===== src/hdl/lpca_pkg.sv =====
// Shared types and constants of the line position cluster averaging block.
`default_nettype none
package lpca_pkg;

  localparam int POS_W   = 20;
  localparam int CNT_W   = 8;
  localparam int CMD_W   = 2;
  localparam int KIND_W  = 2;
  localparam int SLOT_W  = 6;
  localparam int IDX_W   = 6;
  localparam int RANK_W  = 7;
  localparam int MAX_OUT = 64;
  localparam int NUM_W   = POS_W + CNT_W + 1;
  localparam int DEN_W   = CNT_W + 1;

  // Commands
  localparam logic [CMD_W-1:0] CMD_ADD_FIRST = 2'd0;
  localparam logic [CMD_W-1:0] CMD_ADD_LATER = 2'd1;
  localparam logic [CMD_W-1:0] CMD_FINISH    = 2'd2;

  // Result kinds
  localparam logic [KIND_W-1:0] KIND_LINE   = 2'd0;
  localparam logic [KIND_W-1:0] KIND_RECORD = 2'd1;
  localparam logic [KIND_W-1:0] KIND_EMPTY  = 2'd2;

  // Register indexes
  localparam logic REG_MERGE_LIMIT = 1'b0;
  localparam logic REG_GRID_COUNT  = 1'b1;

  localparam logic [POS_W-1:0] MERGE_LIMIT_RST = 20'd4352;
  localparam logic [CNT_W-1:0] GRID_COUNT_RST  = 8'd1;
  localparam logic [CNT_W-1:0] CNT_MAX         = 8'd255;

  typedef struct packed {
    logic [CMD_W-1:0] command;
    logic [POS_W-1:0] position;
  } in_item_t;

  typedef struct packed {
    logic [KIND_W-1:0] kind;
    logic [SLOT_W-1:0] slot;
    logic [IDX_W-1:0]  out_index;
    logic [POS_W-1:0]  mean_position;
    logic [CNT_W-1:0]  member_count;
    logic              overflow;
    logic              last;
  } out_item_t;

  typedef struct packed {
    logic [POS_W-1:0] mean;
    logic [CNT_W-1:0] count;
  } entry_t;

endpackage
`default_nettype wire


===== src/hdl/lpca_table.sv =====
// Cluster entry memory: one write port, one registered read port.
`default_nettype none
module lpca_table
  import lpca_pkg::*;
#(
  parameter int DEPTH = 64,
  parameter int AW    = 6
) (
  input  wire logic          clk,
  input  wire logic          we,
  input  wire logic [AW-1:0] waddr,
  input  wire entry_t        wdata,
  input  wire logic [AW-1:0] raddr,
  output entry_t             rdata
);

  entry_t mem [DEPTH];

  // Write entry
  always_ff @(posedge clk) begin
    if (we) begin
      mem[waddr] <= wdata;
    end
  end

  // Read entry, registered
  always_ff @(posedge clk) begin
    rdata <= mem[raddr];
  end

endmodule
`default_nettype wire


===== src/hdl/lpca_div.sv =====
// Restoring divider, one quotient bit per cycle, for the running mean.
`default_nettype none
module lpca_div
  import lpca_pkg::*;
(
  input  wire logic             clk,
  input  wire logic             rst_n,
  input  wire logic             start,
  input  wire logic [NUM_W-1:0] num,
  input  wire logic [DEN_W-1:0] den,
  output logic                  done,
  output logic [POS_W-1:0]      quo
);

  localparam int STEP_W = $clog2(NUM_W + 1);

  logic              busy_r;
  logic [STEP_W-1:0] step_r;
  logic [NUM_W-1:0]  n_r;
  logic [NUM_W-1:0]  q_r;
  logic [DEN_W-1:0]  d_r;
  logic [DEN_W-1:0]  rem_r;
  logic [DEN_W:0]    rem2;
  logic              ge;

  assign rem2 = {rem_r, n_r[NUM_W-1]};
  assign ge   = rem2 >= {1'b0, d_r};
  assign done = busy_r && (step_r == '0);
  assign quo  = q_r[POS_W-1:0];

  // Track busy and remaining steps
  always_ff @(posedge clk) begin
    if (!rst_n) begin
      busy_r <= 1'b0;
      step_r <= '0;
    end else if (start) begin
      busy_r <= 1'b1;
      step_r <= STEP_W'(NUM_W);
    end else if (busy_r) begin
      if (step_r == '0) begin
        busy_r <= 1'b0;
      end else begin
        step_r <= step_r - 1'b1;
      end
    end
  end

  // Shift in one numerator bit, subtract when it fits
  always_ff @(posedge clk) begin
    if (start) begin
      n_r   <= num;
      d_r   <= den;
      q_r   <= '0;
      rem_r <= '0;
    end else if (busy_r && (step_r != '0)) begin
      n_r <= {n_r[NUM_W-2:0], 1'b0};
      q_r <= {q_r[NUM_W-2:0], ge};
      if (ge) begin
        rem_r <= DEN_W'(rem2 - {1'b0, d_r});
      end else begin
        rem_r <= rem2[DEN_W-1:0];
      end
    end
  end

endmodule
`default_nettype wire


===== src/hdl/line_position_cluster_average_unit.sv =====
// Top level: line clustering control, scan, finish sort and ports.
//
//  port group | direction | handshake            | payload
//  in_        | input     | in_valid / in_stall  | in_data  (in_item_t)
//  out_       | output    | out_valid / out_stall| out_data (out_item_t)
//  cfg (APB)  | input     | psel/penable/pwrite  | paddr, pwdata, prdata
//
// A first-grid line goes straight to the decide and output states; a
// later-grid line scans the used entries through the table read port,
// then on a merge runs the serial divider.
// Finish runs one counting pass and one selection pass per kept cluster,
// each over the used entries, through the table read port.
// Reset clears the fill count; entry contents are only read below it.
// A stalled result holds in the output register; the next item is taken
// meanwhile, and emission waits until that register frees.
`default_nettype none
module line_position_cluster_average_unit
  import lpca_pkg::*;
#(
  parameter int TABLE_DEPTH = 64
) (
  input  wire logic        clk,
  input  wire logic        rst_n,
  input  wire logic        in_valid,
  output logic             in_stall,
  input  wire in_item_t    in_data,
  output logic             out_valid,
  input  wire logic        out_stall,
  output out_item_t        out_data,
  input  wire logic        psel,
  input  wire logic        penable,
  input  wire logic        pwrite,
  input  wire logic [2:0]  paddr,
  input  wire logic [31:0] pwdata,
  output logic [31:0]      prdata,
  output logic             pready
);

  localparam int AW = (TABLE_DEPTH > 1) ? $clog2(TABLE_DEPTH) : 1;
  localparam int CW = AW + 1;

  localparam logic [2:0] S_IDLE   = 3'd0;
  localparam logic [2:0] S_SCAN   = 3'd1;
  localparam logic [2:0] S_DECIDE = 3'd2;
  localparam logic [2:0] S_DIVGO  = 3'd3;
  localparam logic [2:0] S_DIV    = 3'd4;
  localparam logic [2:0] S_OUT    = 3'd5;

  localparam logic [1:0] M_INS = 2'd0;
  localparam logic [1:0] M_CNT = 2'd1;
  localparam logic [1:0] M_SEL = 2'd2;

  logic [2:0]       state_r;
  logic [1:0]       mode_r;
  logic [POS_W-1:0] limit_r;
  logic [CNT_W-1:0] grid_r;
  logic [CW-1:0]    used_r;
  logic [POS_W-1:0] pos_r;
  logic [CW-1:0]    scan_r;
  logic             pend_r;
  logic [AW-1:0]    pslot_r;
  logic             best_v_r;
  logic [AW-1:0]    best_s_r;
  logic [POS_W-1:0] best_m_r;
  logic [CNT_W-1:0] best_c_r;
  logic [POS_W-1:0] best_d_r;
  logic [CW-1:0]    nkept_r;
  logic [RANK_W-1:0] n_r;
  logic [RANK_W-1:0] rank_r;
  logic             prev_v_r;
  logic [AW-1:0]    prev_s_r;
  logic [POS_W-1:0] prev_m_r;
  out_item_t        res_r;
  logic             out_valid_r;
  out_item_t        out_data_r;

  entry_t           rdata;
  logic             we;
  logic [AW-1:0]    waddr;
  entry_t           wdata;
  logic             div_start;
  logic             div_done;
  logic [POS_W-1:0] div_quo;
  logic [NUM_W-1:0] num;
  logic [CNT_W-1:0] half;
  logic [POS_W-1:0] gap;
  logic             kept;
  logic             after_prev;
  logic             before_best;
  logic             scan_end;
  logic             accept;
  logic             out_free;
  logic [RANK_W-1:0] n_calc;
  logic [SLOT_W+AW-1:0] best_slot_ext;
  logic [SLOT_W+AW-1:0] used_slot_ext;

  lpca_table #(.DEPTH(TABLE_DEPTH), .AW(AW)) u_table (
    .clk   (clk),
    .we    (we),
    .waddr (waddr),
    .wdata (wdata),
    .raddr (scan_r[AW-1:0]),
    .rdata (rdata)
  );

  lpca_div u_div (
    .clk   (clk),
    .rst_n (rst_n),
    .start (div_start),
    .num   (num),
    .den   ({1'b0, best_c_r} + 1'b1),
    .done  (div_done),
    .quo   (div_quo)
  );

  // Configuration port
  assign pready = 1'b1;
  always_comb begin
    prdata = 32'd0;
    case (paddr[2])
      REG_MERGE_LIMIT: prdata = {12'd0, limit_r};
      REG_GRID_COUNT:  prdata = {24'd0, grid_r};
      default:         prdata = 32'd0;
    endcase
  end

  always_ff @(posedge clk) begin
    if (!rst_n) begin
      limit_r <= MERGE_LIMIT_RST;
      grid_r  <= GRID_COUNT_RST;
    end else if (psel && penable && pwrite) begin
      case (paddr[2])
        REG_MERGE_LIMIT: limit_r <= pwdata[POS_W-1:0];
        REG_GRID_COUNT:  grid_r  <= pwdata[CNT_W-1:0];
        default: ;
      endcase
    end
  end

  // Handshake and scan helpers
  assign in_stall  = (state_r != S_IDLE);
  assign accept    = in_valid && !in_stall;
  assign out_free  = !out_valid_r || !out_stall;
  assign out_valid = out_valid_r;
  assign out_data  = out_data_r;
  assign scan_end  = (scan_r == used_r) && !pend_r;
  assign half      = grid_r >> 1;
  assign gap       = (rdata.mean > pos_r) ? rdata.mean - pos_r : pos_r - rdata.mean;
  assign kept      = rdata.count > half;
  assign after_prev  = !prev_v_r || (rdata.mean > prev_m_r) ||
                       ((rdata.mean == prev_m_r) && (pslot_r > prev_s_r));
  assign before_best = !best_v_r || (rdata.mean < best_m_r) ||
                       ((rdata.mean == best_m_r) && (pslot_r < best_s_r));
  assign num       = NUM_W'(best_c_r) * NUM_W'(best_m_r) + NUM_W'(pos_r);
  assign div_start = (state_r == S_DIVGO);
  assign n_calc    = (nkept_r > CW'(MAX_OUT)) ? RANK_W'(MAX_OUT) : RANK_W'(nkept_r);
  assign best_slot_ext = {{SLOT_W{1'b0}}, best_s_r};
  assign used_slot_ext = {{SLOT_W{1'b0}}, used_r[AW-1:0]};

  // Table writes: merged mean or new entry
  always_comb begin
    we    = 1'b0;
    waddr = best_s_r;
    wdata.mean  = div_quo;
    wdata.count = (best_c_r == CNT_MAX) ? CNT_MAX : best_c_r + 1'b1;
    if ((state_r == S_DIV) && div_done) begin
      we = 1'b1;
    end else if ((state_r == S_DECIDE) &&
                 !(best_v_r && (best_d_r < limit_r)) &&
                 (used_r < CW'(TABLE_DEPTH))) begin
      we          = 1'b1;
      waddr       = used_r[AW-1:0];
      wdata.mean  = pos_r;
      wdata.count = CNT_W'(1);
    end
  end

  // Output register
  always_ff @(posedge clk) begin
    if (!rst_n) begin
      out_valid_r <= 1'b0;
    end else if ((state_r == S_OUT) && out_free) begin
      out_valid_r <= 1'b1;
    end else if (!out_stall) begin
      out_valid_r <= 1'b0;
    end
  end

  always_ff @(posedge clk) begin
    if ((state_r == S_OUT) && out_free) begin
      out_data_r <= res_r;
    end
  end

  // Control sequencer
  always_ff @(posedge clk) begin
    if (!rst_n) begin
      state_r  <= S_IDLE;
      mode_r   <= M_INS;
      used_r   <= '0;
      scan_r   <= '0;
      pend_r   <= 1'b0;
      best_v_r <= 1'b0;
      prev_v_r <= 1'b0;
      nkept_r  <= '0;
      n_r      <= '0;
      rank_r   <= '0;
    end else begin
      case (state_r)
        S_IDLE: begin
          if (accept) begin
            pos_r    <= in_data.position;
            scan_r   <= '0;
            pend_r   <= 1'b0;
            best_v_r <= 1'b0;
            prev_v_r <= 1'b0;
            nkept_r  <= '0;
            rank_r   <= '0;
            case (in_data.command)
              CMD_ADD_FIRST: state_r <= S_DECIDE;
              CMD_ADD_LATER: begin
                mode_r  <= M_INS;
                state_r <= S_SCAN;
              end
              CMD_FINISH: begin
                mode_r  <= M_CNT;
                state_r <= S_SCAN;
              end
              default: state_r <= S_IDLE;
            endcase
          end
        end

        S_SCAN: begin
          // Issue next read, fold in the entry read last cycle
          if (scan_r != used_r) begin
            pend_r  <= 1'b1;
            pslot_r <= scan_r[AW-1:0];
            scan_r  <= scan_r + 1'b1;
          end else begin
            pend_r <= 1'b0;
          end
          if (pend_r) begin
            case (mode_r)
              M_INS: begin
                if (!best_v_r || (gap < best_d_r) ||
                    ((gap == best_d_r) && (rdata.mean > best_m_r))) begin
                  best_v_r <= 1'b1;
                  best_s_r <= pslot_r;
                  best_m_r <= rdata.mean;
                  best_c_r <= rdata.count;
                  best_d_r <= gap;
                end
              end
              M_CNT: begin
                if (kept) nkept_r <= nkept_r + 1'b1;
              end
              M_SEL: begin
                if (kept && after_prev && before_best) begin
                  best_v_r <= 1'b1;
                  best_s_r <= pslot_r;
                  best_m_r <= rdata.mean;
                  best_c_r <= rdata.count;
                end
              end
              default: ;
            endcase
          end
          if (scan_end) begin
            case (mode_r)
              M_INS: state_r <= S_DECIDE;
              M_CNT: begin
                n_r <= n_calc;
                if (n_calc == '0) begin
                  res_r   <= '{kind: KIND_EMPTY, slot: '0, out_index: '0,
                               mean_position: '0, member_count: '0,
                               overflow: 1'b0, last: 1'b1};
                  used_r  <= '0;
                  state_r <= S_OUT;
                end else begin
                  mode_r   <= M_SEL;
                  scan_r   <= '0;
                  best_v_r <= 1'b0;
                end
              end
              M_SEL: begin
                res_r <= '{kind: KIND_RECORD, slot: best_slot_ext[SLOT_W-1:0],
                           out_index: rank_r[IDX_W-1:0], mean_position: best_m_r,
                           member_count: best_c_r, overflow: 1'b0,
                           last: (rank_r == n_r - 1'b1)};
                if (rank_r == n_r - 1'b1) used_r <= '0;
                prev_v_r <= 1'b1;
                prev_s_r <= best_s_r;
                prev_m_r <= best_m_r;
                rank_r   <= rank_r + 1'b1;
                state_r  <= S_OUT;
              end
              default: state_r <= S_IDLE;
            endcase
          end
        end

        S_DECIDE: begin
          if (best_v_r && (best_d_r < limit_r)) begin
            state_r <= S_DIVGO;
          end else if (used_r >= CW'(TABLE_DEPTH)) begin
            res_r   <= '{kind: KIND_LINE, slot: '0, out_index: '0,
                         mean_position: '0, member_count: '0,
                         overflow: 1'b1, last: 1'b1};
            state_r <= S_OUT;
          end else begin
            res_r   <= '{kind: KIND_LINE, slot: used_slot_ext[SLOT_W-1:0],
                         out_index: '0, mean_position: pos_r,
                         member_count: CNT_W'(1), overflow: 1'b0, last: 1'b1};
            used_r  <= used_r + 1'b1;
            state_r <= S_OUT;
          end
        end

        S_DIVGO: state_r <= S_DIV;

        S_DIV: begin
          if (div_done) begin
            res_r   <= '{kind: KIND_LINE, slot: best_slot_ext[SLOT_W-1:0],
                         out_index: '0, mean_position: wdata.mean,
                         member_count: wdata.count, overflow: 1'b0, last: 1'b1};
            state_r <= S_OUT;
          end
        end

        S_OUT: begin
          // Hand the result over, then end or run the next selection pass
          if (out_free) begin
            if (res_r.last) begin
              state_r <= S_IDLE;
            end else begin
              scan_r   <= '0;
              pend_r   <= 1'b0;
              best_v_r <= 1'b0;
              state_r  <= S_SCAN;
            end
          end
        end

        default: state_r <= S_IDLE;
      endcase
    end
  end

endmodule
`default_nettype wire

===== config.mk =====
export PLATFORM = sky130hd
export DESIGN_NAME = line_position_cluster_average_unit
export DESIGN_NICKNAME = d
export VERILOG_FILES = /design/src/hdl/lpca_pkg.sv /design/src/hdl/lpca_table.sv /design/src/hdl/lpca_div.sv /design/src/hdl/line_position_cluster_average_unit.sv
export SDC_FILE = /design/constraint.sdc
export NUM_CORES = 2
export LEC_CHECK = 0
export BUFFER_PORTS_ARGS = -buffer_cell sky130_fd_sc_hd__buf_2
export CAP_MARGIN = 20
export CORE_ASPECT_RATIO = 1.2
export CORE_UTILIZATION = 61
export CTS_BUF_LIST = sky130_fd_sc_hd__clkbuf_4
export CTS_CLUSTER_DIAMETER = 50
export DETAILED_ROUTE_END_ITERATION = 6
export HOLD_SLACK_MARGIN = 0.12
export PLACE_DENSITY_LB_ADDON = 0.08
export SETUP_SLACK_MARGIN = 0.2
export SLEW_MARGIN = 30
export SYNTH_ARGS = -nofsm -noshare
export SYNTH_HDL_FRONTEND = slang
export SYNTH_SLANG_ARGS = --single-unit

===== constraint.sdc =====
create_clock -name clk -period 8.55 [get_ports clk]
set_input_delay 1.71 -clock clk [delete_from_list [all_inputs] [get_ports clk]]
set_output_delay 1.71 -clock clk [all_outputs]
set_load 0.05 [all_outputs]

==> flow_summary.yaml <==
final_layout:
  area_growth_pct: 11.3
  fill_cells: 10100
  drive_above_1_share: 0.299
  fin_area_um2: 103000
  multi_input_area_um2: 27500
  regArea_um2: 63500
  final_nets: 6059
timing:
  tightest_slew_ps: 943
  max_freq_mhz: 158
  clock_skew_ps: 81.0
  fin_tns_setup_ps: 0
  finalSetupViolations: 0
  holdWs_ps: 406
  postLayoutSetupSlackWorst_ps: 2230
  timing.final.crit_share: 0.739
  rsz0062_at_grt: "false"
  relSlewSlack: 0.372
  hold_viol_final: 0
  finalMaxSlewViolations: 0
  finalCriticalPeriod_ps: 6320
synthesis:
  yosys_most_used_dff: "edfxtp_1"
  yosys_warnings: 0
  synth_top_area_cell: "edfxtp_1"
  ys_types: 76
  ys_seq_elements: 2159
  synth_edf_count: 2024
  syn_inst: 5085
  synth.cell_area_um2: 92500
  synth.most_common_cell: "edfxtp_1"
  yosys-top-cells-area: "edfxtp_1 (66%), mux4_2 (14%), dfxtp_1 (2.9%)"
  synth_seq_area_share: 0.687
  synth_common_cells: "edfxtp_1 (2024), mux4_2 (588), nand2_1 (335)"
  ys_async_sr_fraction: 0
  synth_top_area_share: 0.657
  syn_avg_cell_area_um2: 18.2
placement:
  place_area_um2: 96400
  place_congestion: 0.974
  place_hpwl_um: 136000
  portBuffers: 115
  dp_worst_setup_slack_ps: 2310
grt:
  antenna_found_initial: 12
  grt_first_pass_wirelength_um: 334000
  grt_pass1_vias: 51675
  grt_max_degree: 123
  grt-ovfl-total: 0
  track_usage: 0.306
cts:
  ctsHoldBuffers: 0
  htree_levels: 6
  cts.clk_slew.worst_paths_ps: 60
  clockBufferDepth: 4
  cts_tree: "done"
  cts_resized: 0
  clk_latency_ps: 1330
  cts-buffers-inserted: 543
  cts_setup_buffers: 0
  clock_sinks: 2159
  cts_root_buf: "clkbuf_4"
power:
  internal-power_mw: 17.0
  power.switching_mw: 5.47
  power_mw: 22.5
  pwr-share-clk: 0.371
  peakVddDrop_mv: 0.163
  combPwrFrac: 0.096
  p_sw_frac: 0.243
  leakagePower_nw: 35.3
  p_per_area_nw_per_um2: 218
  seq_power_share: 0.533
floorplanning:
  die_w_um: 357
  start_util: 0.614
  core_um2: 150000
  fp-row-count: 156
  die_h_um: 428
  ios: 143
  die_area_um2: 153000
critical_path:
  startpoint_type: "flop"
  worstSetupEndpointType: "flop"
  critPathMaxFanout: 34
  required_ps: 9450
  r2r_slack_ps: 2230
  worstSetupPathType: "flop to flop"
  cp.arrival_ps: 7220
routing:
  wl_per_cell_um: 28.8
  drt-total-wl_um: 230000
  firstDrtPassIters: 5
  drt_iter0_markers: 5143
  drc_errors: 0
  vias: 50179
  post_drt_via_cell_ratio: 6.29
  ant_nets: 0
status:
  status: "finished clean"
hold_path:
  hold_path_class: "flop to flop"
job:
  drv_cap: 0
## through the flow
step,cells,util
2_1_floorplan,5096,-
3_3_place_gp,7079,0.640
3_5_place_dp,7081,0.640
4_1_cts,7975,0.683
5_1_grt,7981,0.684
6_report,7983,0.684
## area by class of cell
type                       count  share of cell area
antenna                        5            0.000122
sequential                  2159               0.617
clock inverter               144             0.00815
multi-input combinational   2376               0.268
clock buffer                 750              0.0547
timing repair buffer         261              0.0171
inverter                     313              0.0114
tap                         1975              0.0240
## registers in the layout (all words and copies together), names as in the netlist, 20 cells and up
register and cells:
res_r 44, best_d_r 20, u_div.q_r 20, u_table.rdata 28, u_div.n_r 29, prev_m_r 20, pos_r 20, limit_r 20
best_m_r 20, u_table.mem 1792, out_data 44
## metal layers
metal | vias up | GRT usage | wire (um)
met1 | 25884 | 0.403 | 87300
met3 | 469 | 0.0576 | 17700
met4 | 2 | 0.143 | 9950
met5 | - | 0 | 13
li1 | 21435 | - | -
met2 | 2389 | 0.497 | 115000
## path summary, 6_finish.rpt
kind                                          start                     end  cells past startpoint
worst max-delay path             pos_r[8]$_DFFE_PP_  best_m_r[15]$_DFFE_PP_                     17
worst min register to register  res_r[15]$_DFFE_PP_  out_data[15]$_DFFE_PP_                      0
worst max register to register   pos_r[8]$_DFFE_PP_  best_m_r[15]$_DFFE_PP_                     17
worst min-delay path            res_r[15]$_DFFE_PP_  out_data[15]$_DFFE_PP_                      0
## worst max-delay path, cell delays in order, from the launching register on
cell      delay (ps)
edfxtp_1         420
inv_1            230
ha_1             390
and2_4           230
a221o_1          380
a311oi_2         240
a211oi_1         160
o31ai_4          450
buf_4            360
mux2_2           390
a21oi_1          180
xnor2_1          220
ha_1             360
nand4_1          140
nor4_1           430
nand4_1          240
nand4_1          180
and4b_2          850
## power groups by stage
| stage | combinational, mW | clock (mW) | sequential [mW] |
|---|---|---|---|
| after global placement | 2.10 | 0 | 12.2 |
| final | 2.16 | 8.32 | 12.0 |
| after CTS | 2.16 | 8.52 | 12.0 |
| after floorplan | 1.48 | 0 | 12.2 |
| after global routing | 2.34 | 9.02 | 12.0 |
| after detailed placement | 2.15 | 0 | 12.2 |
## kinds of logic after synthesis
family,share of synthesized area
AOI/OAI and AO/OA,0.0369
and+or+nand+nor,0.0402
DFF,0.687
xor gates and xnor gates,0.00692
adders and majority gates,0.0568
buffers and inverters,0.0241
other,0.0000812
muxes,0.148
## cell usage in the layout (no fill, tap or decap), types with 21 or more instances in the layout
| cell type | synthesis | final |
|---|---|---|
| nor2_4 | 0 | 70 |
| buf_4 | 13 | 135 |
| nor2b_1 | 27 | 27 |
| nand2_1 | 335 | 335 |
| a21o_1 | 60 | 60 |
| o221ai_1 | 21 | 21 |
| nor2_1 | 179 | 107 |
| inv_1 | 310 | 310 |
| nand2b_1 | 23 | 23 |
| buf_2 | 45 | 115 |
| nor3_1 | 28 | 27 |
| clkbuf_4 | 0 | 750 |
| ha_1 | 210 | 210 |
| o21ai_0 | 104 | 104 |
| fa_1 | 131 | 131 |
| and2_1 | 61 | 61 |
| a21oi_1 | 124 | 120 |
| clkinv_1 | 3 | 102 |
| mux4_2 | 588 | 588 |
| nand3_1 | 37 | 35 |
| o21a_1 | 24 | 24 |
| a21boi_0 | 47 | 47 |
| dfxtp_1 | 135 | 129 |
| xnor2_1 | 49 | 49 |
| xor2_1 | 24 | 24 |
| edfxtp_1 | 2024 | 2024 |
| nand4_1 | 31 | 31 |
No activity file was read; power rests on OpenSTA's default activity.
